`src/camera_trigger_strobe_timer_top_assert.svh`:
```
// ----------------------------------------------------------------------------
// camera trigger strobe timer assertion macros
// immediate-consequence and next-cycle checks, clocked, with reset disable
// ----------------------------------------------------------------------------
`ifndef CAMERA_TRIGGER_STROBE_TIMER_TOP_ASSERT_SVH
`define CAMERA_TRIGGER_STROBE_TIMER_TOP_ASSERT_SVH

// consequent must hold in the same cycle as the antecedent
`define CTST_ASSERT_IMP(name, ck, rs, ante, cons, msg) \
  name: assert property (@(posedge ck) disable iff (rs) (ante) |-> (cons)) \
    else $error(msg);

// consequent must hold in the cycle after the antecedent
`define CTST_ASSERT_NXT(name, ck, rs, ante, cons, msg) \
  name: assert property (@(posedge ck) disable iff (rs) (ante) |=> (cons)) \
    else $error(msg);

`endif

```
`src/ctst_pkg.sv`:
```
// ----------------------------------------------------------------------------
// ctst_pkg
// shared codes, widths, stream field offsets and controller command types
// ----------------------------------------------------------------------------
package ctst_pkg;

  localparam int CHANNELS_DEFAULT    = 4;
  localparam int SOURCE_BITS_DEFAULT = 4;

  // field widths
  localparam int MODE_W   = 2;
  localparam int CH_W     = 2;
  localparam int TIME_W   = 32;
  localparam int SRC_W    = 4;
  localparam int FLAG_W   = 4;
  localparam int KIND_W   = 2;
  localparam int PLEN_W   = 16;
  localparam int DATA_W   = 32;
  localparam int PADDR_W  = 3;

  // input tdata layout
  localparam int IN_CH_LSB   = 0;
  localparam int IN_NOW_LSB  = IN_CH_LSB + CH_W;
  localparam int IN_SRC_LSB  = IN_NOW_LSB + TIME_W;
  localparam int IN_DLY_LSB  = IN_SRC_LSB + SRC_W;
  localparam int IN_ONT_LSB  = IN_DLY_LSB + TIME_W;
  localparam int IN_EN_LSB   = IN_ONT_LSB + TIME_W;
  localparam int IN_DATA_W   = 104;

  // output tdata layout
  localparam int OUT_CH_LSB    = 0;
  localparam int OUT_SRC_LSB   = OUT_CH_LSB + CH_W;
  localparam int OUT_TRIG_LSB  = OUT_SRC_LSB + SRC_W;
  localparam int OUT_LIT_LSB   = OUT_TRIG_LSB + FLAG_W;
  localparam int OUT_LIGHT_LSB = OUT_LIT_LSB + FLAG_W;
  localparam int OUT_DATA_W    = 16;

  // item kinds
  localparam logic [MODE_W-1:0] MODE_TICK  = 2'd0;
  localparam logic [MODE_W-1:0] MODE_FIRE  = 2'd1;
  localparam logic [MODE_W-1:0] MODE_RESET = 2'd2;

  // result kinds
  localparam logic [KIND_W-1:0] KIND_LAMP_ON  = 2'd0;
  localparam logic [KIND_W-1:0] KIND_LAMP_OFF = 2'd1;
  localparam logic [KIND_W-1:0] KIND_STATUS   = 2'd2;

  // register indexes (paddr bit 2)
  localparam logic REG_PULSE_MODE   = 1'b0;
  localparam logic REG_PULSE_LENGTH = 1'b1;

  localparam logic [PLEN_W-1:0] PULSE_LENGTH_RESET = 16'd50;

  typedef struct packed {
    logic cap;          // capture the accepted item
    logic fire;         // apply a fire to the captured channel
    logic rel_step;     // trigger release check at scan index
    logic strobe_step;  // strobe on/off check at scan index
    logic clear_all;    // disarm, release all, pulse mode to fixed
    logic off_step;     // reset-item lamp off at scan index
    logic status;       // emit the closing status result
  } cmd_t;

  typedef struct packed {
    logic [MODE_W-1:0] mode;
    logic              ch_ok;
    logic              slot_free;
  } stat_t;

endpackage

```
`src/ctst_ctrl.sv`:
```
// ----------------------------------------------------------------------------
// ctst_ctrl
// sequencer: dispatches each item; scans channels one per stall-free cycle
// ----------------------------------------------------------------------------
module ctst_ctrl #(
  parameter int CHANNELS = ctst_pkg::CHANNELS_DEFAULT,
  parameter int IDX_W    = 2
) (
  input  logic               clk,
  input  logic               rst,
  input  logic               s_tvalid,
  output logic               s_tready,
  input  ctst_pkg::stat_t    stat,
  output ctst_pkg::cmd_t     cmd,
  output logic [IDX_W-1:0]   idx
);

  typedef enum logic [2:0] {
    S_IDLE,
    S_DISPATCH,
    S_RELEASE,
    S_STROBE,
    S_CLEAR,
    S_STATUS
  } state_t;

  state_t state;
  logic   idx_last;

  assign idx_last = (idx == IDX_W'(CHANNELS - 1));
  assign s_tready = (state == S_IDLE);

  always_ff @(posedge clk) begin
    if (rst) begin
      state <= S_IDLE;
      idx   <= '0;
    end else begin
      case (state)
        S_IDLE: begin
          idx <= '0;
          if (s_tvalid) begin
            state <= S_DISPATCH;
          end
        end
        S_DISPATCH: begin
          idx <= '0;
          if (stat.mode == ctst_pkg::MODE_TICK) begin
            state <= S_RELEASE;
          end else if (stat.mode == ctst_pkg::MODE_RESET) begin
            state <= S_CLEAR;
          end else begin
            state <= S_STATUS;
          end
        end
        S_RELEASE: begin
          if (idx_last) begin
            idx   <= '0;
            state <= S_STROBE;
          end else begin
            idx <= idx + IDX_W'(1);
          end
        end
        S_STROBE, S_CLEAR: begin
          if (stat.slot_free) begin
            if (idx_last) begin
              idx   <= '0;
              state <= S_STATUS;
            end else begin
              idx <= idx + IDX_W'(1);
            end
          end
        end
        S_STATUS: begin
          if (stat.slot_free) begin
            state <= S_IDLE;
          end
        end
        default: begin
          state <= S_IDLE;
        end
      endcase
    end
  end

  always_comb begin
    cmd = '0;
    case (state)
      S_IDLE: begin
        cmd.cap = s_tvalid;
      end
      S_DISPATCH: begin
        cmd.fire      = (stat.mode == ctst_pkg::MODE_FIRE) && stat.ch_ok;
        cmd.clear_all = (stat.mode == ctst_pkg::MODE_RESET);
      end
      S_RELEASE: begin
        cmd.rel_step = 1'b1;
      end
      S_STROBE: begin
        cmd.strobe_step = stat.slot_free;
      end
      S_CLEAR: begin
        cmd.off_step = stat.slot_free;
      end
      S_STATUS: begin
        cmd.status = stat.slot_free;
      end
      default: begin
        cmd = '0;
      end
    endcase
  end

endmodule

```
`src/ctst_dp.sv`:
```
// ----------------------------------------------------------------------------
// ctst_dp
// channel state, shared elapsed-time compare unit, config and result register
// ----------------------------------------------------------------------------
module ctst_dp #(
  parameter int CHANNELS    = ctst_pkg::CHANNELS_DEFAULT,
  parameter int SOURCE_BITS = ctst_pkg::SOURCE_BITS_DEFAULT,
  parameter int IDX_W       = 2
) (
  input  logic                                clk,
  input  logic                                rst,
  input  ctst_pkg::cmd_t                      cmd,
  input  logic [IDX_W-1:0]                    idx,
  output ctst_pkg::stat_t                     stat,
  input  logic [ctst_pkg::IN_DATA_W-1:0]      s_tdata,
  input  logic [ctst_pkg::MODE_W-1:0]         s_tuser,
  input  logic                                cfg_wr,
  input  logic                                cfg_sel,
  input  logic [ctst_pkg::DATA_W-1:0]         cfg_wdata,
  output logic [ctst_pkg::DATA_W-1:0]         cfg_rdata,
  output logic                                m_tvalid,
  input  logic                                m_tready,
  output logic [ctst_pkg::OUT_DATA_W-1:0]     m_tdata,
  output logic [ctst_pkg::KIND_W-1:0]         m_tuser,
  output logic                                m_tlast
);

  localparam int NB = (CHANNELS < ctst_pkg::FLAG_W) ? CHANNELS : ctst_pkg::FLAG_W;

  // captured item
  logic [ctst_pkg::MODE_W-1:0]  cap_mode;
  logic [ctst_pkg::CH_W-1:0]    cap_ch;
  logic [ctst_pkg::TIME_W-1:0]  cap_now;
  logic [SOURCE_BITS-1:0]       cap_src;
  logic [ctst_pkg::TIME_W-1:0]  cap_dly;
  logic [ctst_pkg::TIME_W-1:0]  cap_ont;
  logic                         cap_en;

  // config
  logic                         pulse_mode;
  logic [ctst_pkg::PLEN_W-1:0]  pulse_length;

  // per-channel state
  logic [CHANNELS-1:0]          trig;
  logic [CHANNELS-1:0]          armed;
  logic [CHANNELS-1:0]          lit;
  logic                         light;
  logic [CHANNELS-1:0]          lit_next;
  logic                         light_next;
  logic [ctst_pkg::TIME_W-1:0]  fire_time [CHANNELS];
  logic [ctst_pkg::TIME_W-1:0]  chan_delay [CHANNELS];
  logic [ctst_pkg::TIME_W-1:0]  chan_on_time [CHANNELS];
  logic [SOURCE_BITS-1:0]       latched_src [CHANNELS];

  // compare unit
  logic [ctst_pkg::TIME_W-1:0]  elapsed;
  logic [ctst_pkg::TIME_W-1:0]  span;
  logic [ctst_pkg::TIME_W-1:0]  rel_len;
  logic                         rel_hit;
  logic                         on_ev;
  logic                         off_ev;
  logic                         src_match;
  logic                         emit;
  logic [IDX_W-1:0]             fire_idx;

  // result register
  logic                         o_valid;
  logic [ctst_pkg::KIND_W-1:0]  o_kind;
  logic [ctst_pkg::CH_W-1:0]    o_ch;
  logic [ctst_pkg::SRC_W-1:0]   o_src;
  logic [ctst_pkg::FLAG_W-1:0]  o_trig;
  logic [ctst_pkg::FLAG_W-1:0]  o_lit;
  logic                         o_light;
  logic                         o_last;

  assign fire_idx = IDX_W'(cap_ch);

  assign elapsed   = cap_now - fire_time[idx];
  assign span      = chan_delay[idx] + chan_on_time[idx];
  assign rel_len   = pulse_mode ? span : ctst_pkg::TIME_W'(pulse_length);
  assign rel_hit   = !trig[idx] && (elapsed >= rel_len);
  assign src_match = (cap_src == latched_src[idx]);

  // one strobe step per channel per tick: on, or off
  assign on_ev  = cmd.strobe_step && armed[idx] && !lit[idx] && (elapsed >= chan_delay[idx]);
  assign off_ev = (cmd.strobe_step && armed[idx] && lit[idx] && (elapsed >= span)) ||
                  (cmd.off_step && lit[idx]);

  assign emit = on_ev || off_ev || cmd.status;

  always_comb begin
    lit_next   = lit;
    light_next = light;
    if (on_ev) begin
      lit_next[idx] = 1'b1;
      light_next    = 1'b1;
    end else if (off_ev) begin
      lit_next[idx] = 1'b0;
      if (src_match) begin
        light_next = 1'b0;
      end
    end
  end

  assign stat.mode      = cap_mode;
  assign stat.ch_ok     = (32'(cap_ch) < CHANNELS);
  assign stat.slot_free = !o_valid || m_tready;

  assign cfg_rdata = (cfg_sel == ctst_pkg::REG_PULSE_LENGTH) ?
                     ctst_pkg::DATA_W'(pulse_length) : ctst_pkg::DATA_W'(pulse_mode);

  // control state
  always_ff @(posedge clk) begin
    if (rst) begin
      trig         <= '1;
      armed        <= '0;
      lit          <= '0;
      light        <= 1'b0;
      pulse_mode   <= 1'b0;
      pulse_length <= ctst_pkg::PULSE_LENGTH_RESET;
      o_valid      <= 1'b0;
    end else begin
      lit   <= lit_next;
      light <= light_next;
      if (cmd.fire) begin
        trig[fire_idx]  <= 1'b0;
        armed[fire_idx] <= cap_en;
      end
      if (cmd.rel_step && rel_hit) begin
        trig[idx] <= 1'b1;
      end
      if (cmd.strobe_step && off_ev) begin
        armed[idx] <= 1'b0;
      end
      if (cmd.clear_all) begin
        armed      <= '0;
        trig       <= '1;
        pulse_mode <= 1'b0;
      end
      if (cfg_wr) begin
        if (cfg_sel == ctst_pkg::REG_PULSE_MODE) begin
          pulse_mode <= cfg_wdata[0];
        end else begin
          pulse_length <= cfg_wdata[ctst_pkg::PLEN_W-1:0];
        end
      end
      if (emit) begin
        o_valid <= 1'b1;
      end else if (m_tready) begin
        o_valid <= 1'b0;
      end
    end
  end

  // payload
  always_ff @(posedge clk) begin
    if (cmd.cap) begin
      cap_mode <= s_tuser;
      cap_ch   <= s_tdata[ctst_pkg::IN_CH_LSB +: ctst_pkg::CH_W];
      cap_now  <= s_tdata[ctst_pkg::IN_NOW_LSB +: ctst_pkg::TIME_W];
      cap_src  <= SOURCE_BITS'(s_tdata[ctst_pkg::IN_SRC_LSB +: ctst_pkg::SRC_W]);
      cap_dly  <= s_tdata[ctst_pkg::IN_DLY_LSB +: ctst_pkg::TIME_W];
      cap_ont  <= s_tdata[ctst_pkg::IN_ONT_LSB +: ctst_pkg::TIME_W];
      cap_en   <= s_tdata[ctst_pkg::IN_EN_LSB];
    end
    if (cmd.fire) begin
      fire_time[fire_idx]    <= cap_now;
      chan_delay[fire_idx]   <= cap_dly;
      chan_on_time[fire_idx] <= cap_ont;
    end
    if (on_ev) begin
      latched_src[idx] <= cap_src;
    end
    if (emit) begin
      o_trig  <= ctst_pkg::FLAG_W'(trig[NB-1:0]);
      o_lit   <= ctst_pkg::FLAG_W'(lit_next[NB-1:0]);
      o_light <= light_next;
      if (cmd.status) begin
        o_kind <= ctst_pkg::KIND_STATUS;
        o_ch   <= '0;
        o_src  <= '0;
        o_last <= 1'b1;
      end else begin
        o_kind <= on_ev ? ctst_pkg::KIND_LAMP_ON : ctst_pkg::KIND_LAMP_OFF;
        o_ch   <= ctst_pkg::CH_W'(idx);
        o_src  <= on_ev ? ctst_pkg::SRC_W'(cap_src) : ctst_pkg::SRC_W'(latched_src[idx]);
        o_last <= 1'b0;
      end
    end
  end

  assign m_tvalid = o_valid;
  assign m_tuser  = o_kind;
  assign m_tlast  = o_last;
  assign m_tdata  = {1'b0, o_light, o_lit, o_trig, o_src, o_ch};

endmodule

```
`src/camera_trigger_strobe_timer_top.sv`:
```
// ----------------------------------------------------------------------------
// camera_trigger_strobe_timer_top
// per-channel camera trigger and light strobe timer
// ----------------------------------------------------------------------------
// Items arrive on the s_ stream with mode in s_tuser: a fire item drives one
// channel's trigger low and stores its fire time, delay and on-time; a tick
// item carries the current microsecond time and produces lamp on/off commands
// followed by a status result; a reset item disarms all channels, releases all
// triggers, sets pulse_mode to fixed and turns off every lit lamp. Each item
// ends with a status result marked by m_tlast. One item is handled at a time.
// A single elapsed-time subtract and compare unit visits the channels one per
// cycle, first for trigger release and then for the strobe steps; the strobe
// and reset scans pause while the result stream stalls. The next item is taken
// while the last result still waits in the output register. Registers:
// pulse_mode at 0x0, pulse_length_us at 0x4, to be written only while no item
// is in flight; the block does not enforce this.
// ----------------------------------------------------------------------------
`include "camera_trigger_strobe_timer_top_assert.svh"

module camera_trigger_strobe_timer_top #(
  parameter int CHANNELS    = ctst_pkg::CHANNELS_DEFAULT,
  parameter int SOURCE_BITS = ctst_pkg::SOURCE_BITS_DEFAULT
) (
  input  logic                               clk,
  input  logic                               rst,
  // channel[1:0] now_us[33:2] light_source[37:34] delay_us[69:38]
  // on_time_us[101:70] strobe_enable[102]
  input  logic [ctst_pkg::IN_DATA_W-1:0]     s_tdata,
  // mode[1:0]
  input  logic [ctst_pkg::MODE_W-1:0]        s_tuser,
  input  logic                               s_tvalid,
  output logic                               s_tready,
  // event_channel[1:0] lamp_id[5:2] trigger_levels[9:6] strobe_lit[13:10]
  // light_is_on[14]
  output logic [ctst_pkg::OUT_DATA_W-1:0]    m_tdata,
  // kind[1:0]
  output logic [ctst_pkg::KIND_W-1:0]        m_tuser,
  output logic                               m_tlast,
  output logic                               m_tvalid,
  input  logic                               m_tready,
  input  logic                               psel,
  input  logic                               penable,
  input  logic                               pwrite,
  input  logic [ctst_pkg::PADDR_W-1:0]       paddr,
  input  logic [ctst_pkg::DATA_W-1:0]        pwdata,
  output logic [ctst_pkg::DATA_W-1:0]        prdata,
  output logic                               pready
);

  localparam int IDX_W = (CHANNELS > 1) ? $clog2(CHANNELS) : 1;

  ctst_pkg::cmd_t  cmd;
  ctst_pkg::stat_t stat;
  logic [IDX_W-1:0] idx;
  logic            cfg_wr;

  assign pready = 1'b1;
  assign cfg_wr = psel && penable && pwrite && pready;

  ctst_ctrl #(
    .CHANNELS (CHANNELS),
    .IDX_W    (IDX_W)
  ) u_ctrl (
    .clk      (clk),
    .rst      (rst),
    .s_tvalid (s_tvalid),
    .s_tready (s_tready),
    .stat     (stat),
    .cmd      (cmd),
    .idx      (idx)
  );

  ctst_dp #(
    .CHANNELS    (CHANNELS),
    .SOURCE_BITS (SOURCE_BITS),
    .IDX_W       (IDX_W)
  ) u_dp (
    .clk       (clk),
    .rst       (rst),
    .cmd       (cmd),
    .idx       (idx),
    .stat      (stat),
    .s_tdata   (s_tdata),
    .s_tuser   (s_tuser),
    .cfg_wr    (cfg_wr),
    .cfg_sel   (paddr[2]),
    .cfg_wdata (pwdata),
    .cfg_rdata (prdata),
    .m_tvalid  (m_tvalid),
    .m_tready  (m_tready),
    .m_tdata   (m_tdata),
    .m_tuser   (m_tuser),
    .m_tlast   (m_tlast)
  );

  // a result is only produced when the output register is free
  `CTST_ASSERT_IMP(a_no_overwrite, clk, rst,
    (cmd.strobe_step || cmd.off_step || cmd.status) && m_tvalid, m_tready,
    "result produced while output register still full")

  // one item at a time
  `CTST_ASSERT_NXT(a_one_item, clk, rst, s_tvalid && s_tready, !s_tready,
    "new item taken while the previous one is in flight")

  // status result closes every item
  `CTST_ASSERT_NXT(a_status_last, clk, rst, cmd.status,
    m_tvalid && m_tlast && (m_tuser == ctst_pkg::KIND_STATUS),
    "status command did not present a final status result")

endmodule

```
`config.mk`:
```
export PLATFORM = sky130hd
export DESIGN_NAME = camera_trigger_strobe_timer_top
export DESIGN_NICKNAME = d
export VERILOG_FILES = /design/src/ctst_pkg.sv /design/src/ctst_ctrl.sv /design/src/ctst_dp.sv /design/src/camera_trigger_strobe_timer_top.sv
export VERILOG_INCLUDE_DIRS = /design/src /design/src/src
export SDC_FILE = /design/constraint.sdc
export NUM_CORES = 1
export LEC_CHECK = 0
export ABC_AREA = 1
export BUFFER_PORTS_ARGS = -buffer_cell sky130_fd_sc_hd__buf_2
export CELL_PAD_IN_SITES_DETAIL_PLACEMENT = 2
export CELL_PAD_IN_SITES_GLOBAL_PLACEMENT = 2
export CORE_MARGIN = 10
export CORE_UTILIZATION = 39
export DETAILED_ROUTE_END_ITERATION = 12
export GPL_ROUTABILITY_DRIVEN = 0
export HOLD_SLACK_MARGIN = 0.12
export PLACE_DENSITY_LB_ADDON = 0.2
export SLEW_MARGIN = 20
export SYNTH_ARGS = -nofsm -noshare
export SYNTH_HDL_FRONTEND = slang
export SYNTH_SLANG_ARGS = --single-unit
```
`constraint.sdc`:
```
create_clock -name clk -period 11.6 [get_ports clk]
set_input_delay 1.74 -clock clk [delete_from_list [all_inputs] [get_ports clk]]
set_output_delay 1.74 -clock clk [all_outputs]
set_load 0.02 [all_outputs]
```
==> metrics.md <==
| Metric | Value |
|---|---|
| Run status | complete, no violations |
| Vias/cell | 5.46 |
| Crit Path Max Fanout | 60 |
| Fmax | 0.134 GHz |
| Post-synth top flop | edfxtp_1 |
| Slowest stage delay, CP | approximately 0.7 ns |
| Horiz. Die Dim | 279 um |
| ANT cells | 0 |
| First-pass GRT wire length | approximately 130,000 um |
| Initial Utilization | 39.6% |
| CP required | between 10 and 15 ns |
| Critical path start-end classification | reg2reg |
| Most frequent cells in the layout | 523 x edfxtp_1, 458 x nand2_1, 174 x inv_1, 173 x a21oi_1, 165 x nor2_1 |
| Number of max-cap violations | 0 |
| Largest net degree at the start of global routing | 125 |
| Final design utilization | 45.3% |
| Setup TNS | 0 ns |
| Final setup skew | 0.0246 ns |
| Sequential cell fraction of total power | 26.3% |
| Clock power frac | 20.1% |
| TritonCTS clock tree | yes |
| Vias in the first global route | 20.6k |
| PortBufs | 164 |
| Internal Power | roughly 5.6 mW |
| Synth Cell Area | about 26,000 sq um |
| Hold Path Class | reg2reg |
| Post-synth EDFFs | 523 |
| Final hold slack | 0.436 ns |
| Power Density | 340 nW/um^2 |
| Clock sink total | 561 |
| Commonest non-fill, non-tap cell in the layout | edfxtp_1 |
| Top delay family on crit path | buffers and inverters |
| Seq/Total Area, Yosys | 62.9% |
| Worst-Margin Slew | 1.05 ns |
| DRC violations left | 0 |
| Post-DR wirelength/cell | 24.2 um |
| Drt pass-1 iters | 5 |
| Initial drt markers | 1,307 |
| Post-CTS Setup Bufs | 0 |
| Setup ws final | approximately 4.2 ns |
| CP arrival | slightly below 8 ns |
| Longest Clk Path Bufs | 3 |
| Post-route ant nets | 0 |
| Final Critical Period | 7.44 ns |
| FF-to-FF path depth | 31 |
| Endpoints failing hold | 0 |
| # nets final | 2,767 |
| Total CTS buffers | 60 |
| Pleak | 11.7 nW |
| Worst path depth | 31 |
| Sw frac | 44.9% |
| R2r setup slk | 4.16 ns |
| Gr usage total | 20.7% |
| Sw power | 4.57 mW |
| Row count | 94 |
| Clk_lat worst skew | 0.63 ns |
| Drt total wl | 81,600 um |
| Layout cells sized above 1 | 12.8% |
| Syn avg cell area | 11.4 sq um |
| Die Span Y | 279 um |
| Core ar. | 66,100 sq um |
| Syn. warnings | 0 |
| Max-Slew Margin vs Limit | 30.0% |
| Crit end category | register |
| Post-synth ARST share | 0% |
| CTS Root Cell | clkbuf_16 |
| Grt total ovfl | 0 |
| Final worst-path cycle share | between 60% and 70% |
| Post_cts resized | 0 |
| Dpl hpwl | 55,500 um |
| DR vias | roughly 18k |
| CTS clock-pin slew for the worst setup and hold paths | 0.06 ns |
| # fillers | 6,664 |
| Htree depth | 2 |
| Slowest CP cell | buf_4 |
| Buf+Inv Stages, Crit Path | 7 |
| Initial antenna violation count | 0 |
| Worst setup path endpoint | u_dp.o_src[2] |
| Die ar. | 77,900 sq um |
| Synth Instances | 2,292 |
| Post-CTS Hold Buffers | 0 |
| Distinct cells, synth | 54 |
| Most used cell, CP | nand2_1 |
| # IOs | 202 |
| Pre-CTS setup slack | ~4.2 ns |
| R2r endpoint | u_dp.o_src[2] |
| Peak VDD IR | 0.000154 V |
| Crit path launch type | register |
| Synthesized flop and latch total | 561 |
| Layout area overhead | 14.5% |
| RSZ-0062 raised after global routing | false |
| Final slew viol count | 0 |
| Final setup violation count | 0 |
| Combinational fraction of design power | 53.6% |
power groups by stage:
stage               registers (mW)  clock network [mW]  logic (mW)
detailed placement            2.71                   0        5.40
floorplan                     2.65                   0        3.77
global route                  2.70                2.17        6.23
CTS                           2.68                2.09        5.50
global placement              2.68                   0        5.01
finish                        2.68                2.05        5.47
state kept, by name, indices dropped and copies added (netlist names), 16 cells and up, named ones only:
signal and flops:
u_dp.fire_time 128, u_dp.chan_delay 128, u_dp.latched_src 16, u_dp.cap_now 32, u_dp.chan_on_time 128, u_dp.pulse_length 16
u_dp.cap_dly 32, u_dp.cap_ont 32
how the worst min path moves through the flow:
stage,startpoint,end,cells past startpoint
2_1_floorplan,u_dp.trig[2],u_dp.o_trig[2],0
3_3_place_gp,u_dp.trig[2],u_dp.o_trig[2],0
3_5_place_dp,u_dp.trig[2],u_dp.o_trig[2],0
4_1_cts,u_dp.trig[2],u_dp.o_trig[2],0
5_1_grt,u_dp.trig[2],u_dp.o_trig[2],0
6_report,u_dp.trig[2],u_dp.o_trig[2],0
per-stage QoR:
stage          std cells  cell area [sq um]  power (mW)
2_1_floorplan       2308              26200        6.42
3_3_place_gp        3259              27900        7.69
3_5_place_dp        3259              27900        8.12
4_1_cts             3370              30000        10.3
5_1_grt             3370              30000        11.1
6_report            3370              30000        10.2
routing by layer:
layer / track usage [%] / part of all wire (%) / up-vias
li1: - / - / 8514
met3: 2.90 / 3.9 / 96
met4: 4.85 / 1.7 / 0
met1: 26.7 / 45 / 9458
met2: 36.2 / 50 / 332
met5: 0 / 0 / -
synth_stat cells, types with 15 or more instances:
cell type	n	area, sq um
edfxtp_1	523	15700
nand2_1	458	1720
inv_1	177	664
a21oi_1	173	866
nor2_1	166	623
ha_1	160	2000
o21ai_0	133	666
clkbuf_1	64	240
nand3_1	56	280
dfxtp_1	38	761
a32o_1	35	350
o22ai_1	34	213
a32oi_1	31	272
xor2_1	30	263
nor3_1	29	145
xnor2_1	24	210
buf_4	20	150
a211oi_1	15	113
layout make-up:
cell class / count / area, sq um / area share [%]
clock inverters: 40 / 531 / 1.77
flip-flops and latches: 561 / 16500 / 55.0
multi-input cells: 1472 / 8680 / 29.0
clock buffers: 71 / 1540 / 5.15
repair buffers: 183 / 976 / 3.26
inverters: 179 / 682 / 2.28
well taps: 864 / 1080 / 3.61
cells by family (layout without fill, tap and decap cells):
group	count (synthesis)	in the layout	synth area share (%)
XOR/XNOR	54	54	1.81
buffers and inverters	275	473	4.24
flip-flops	561	561	62.9
adder cells (fa/ha/maj)	162	162	7.80
other	2	18	0.0287
AND/OR/NAND/NOR	758	758	12.0
AO/OA/AOI/OAI	480	480	11.2
No activity file was read; power rests on OpenSTA's default activity.
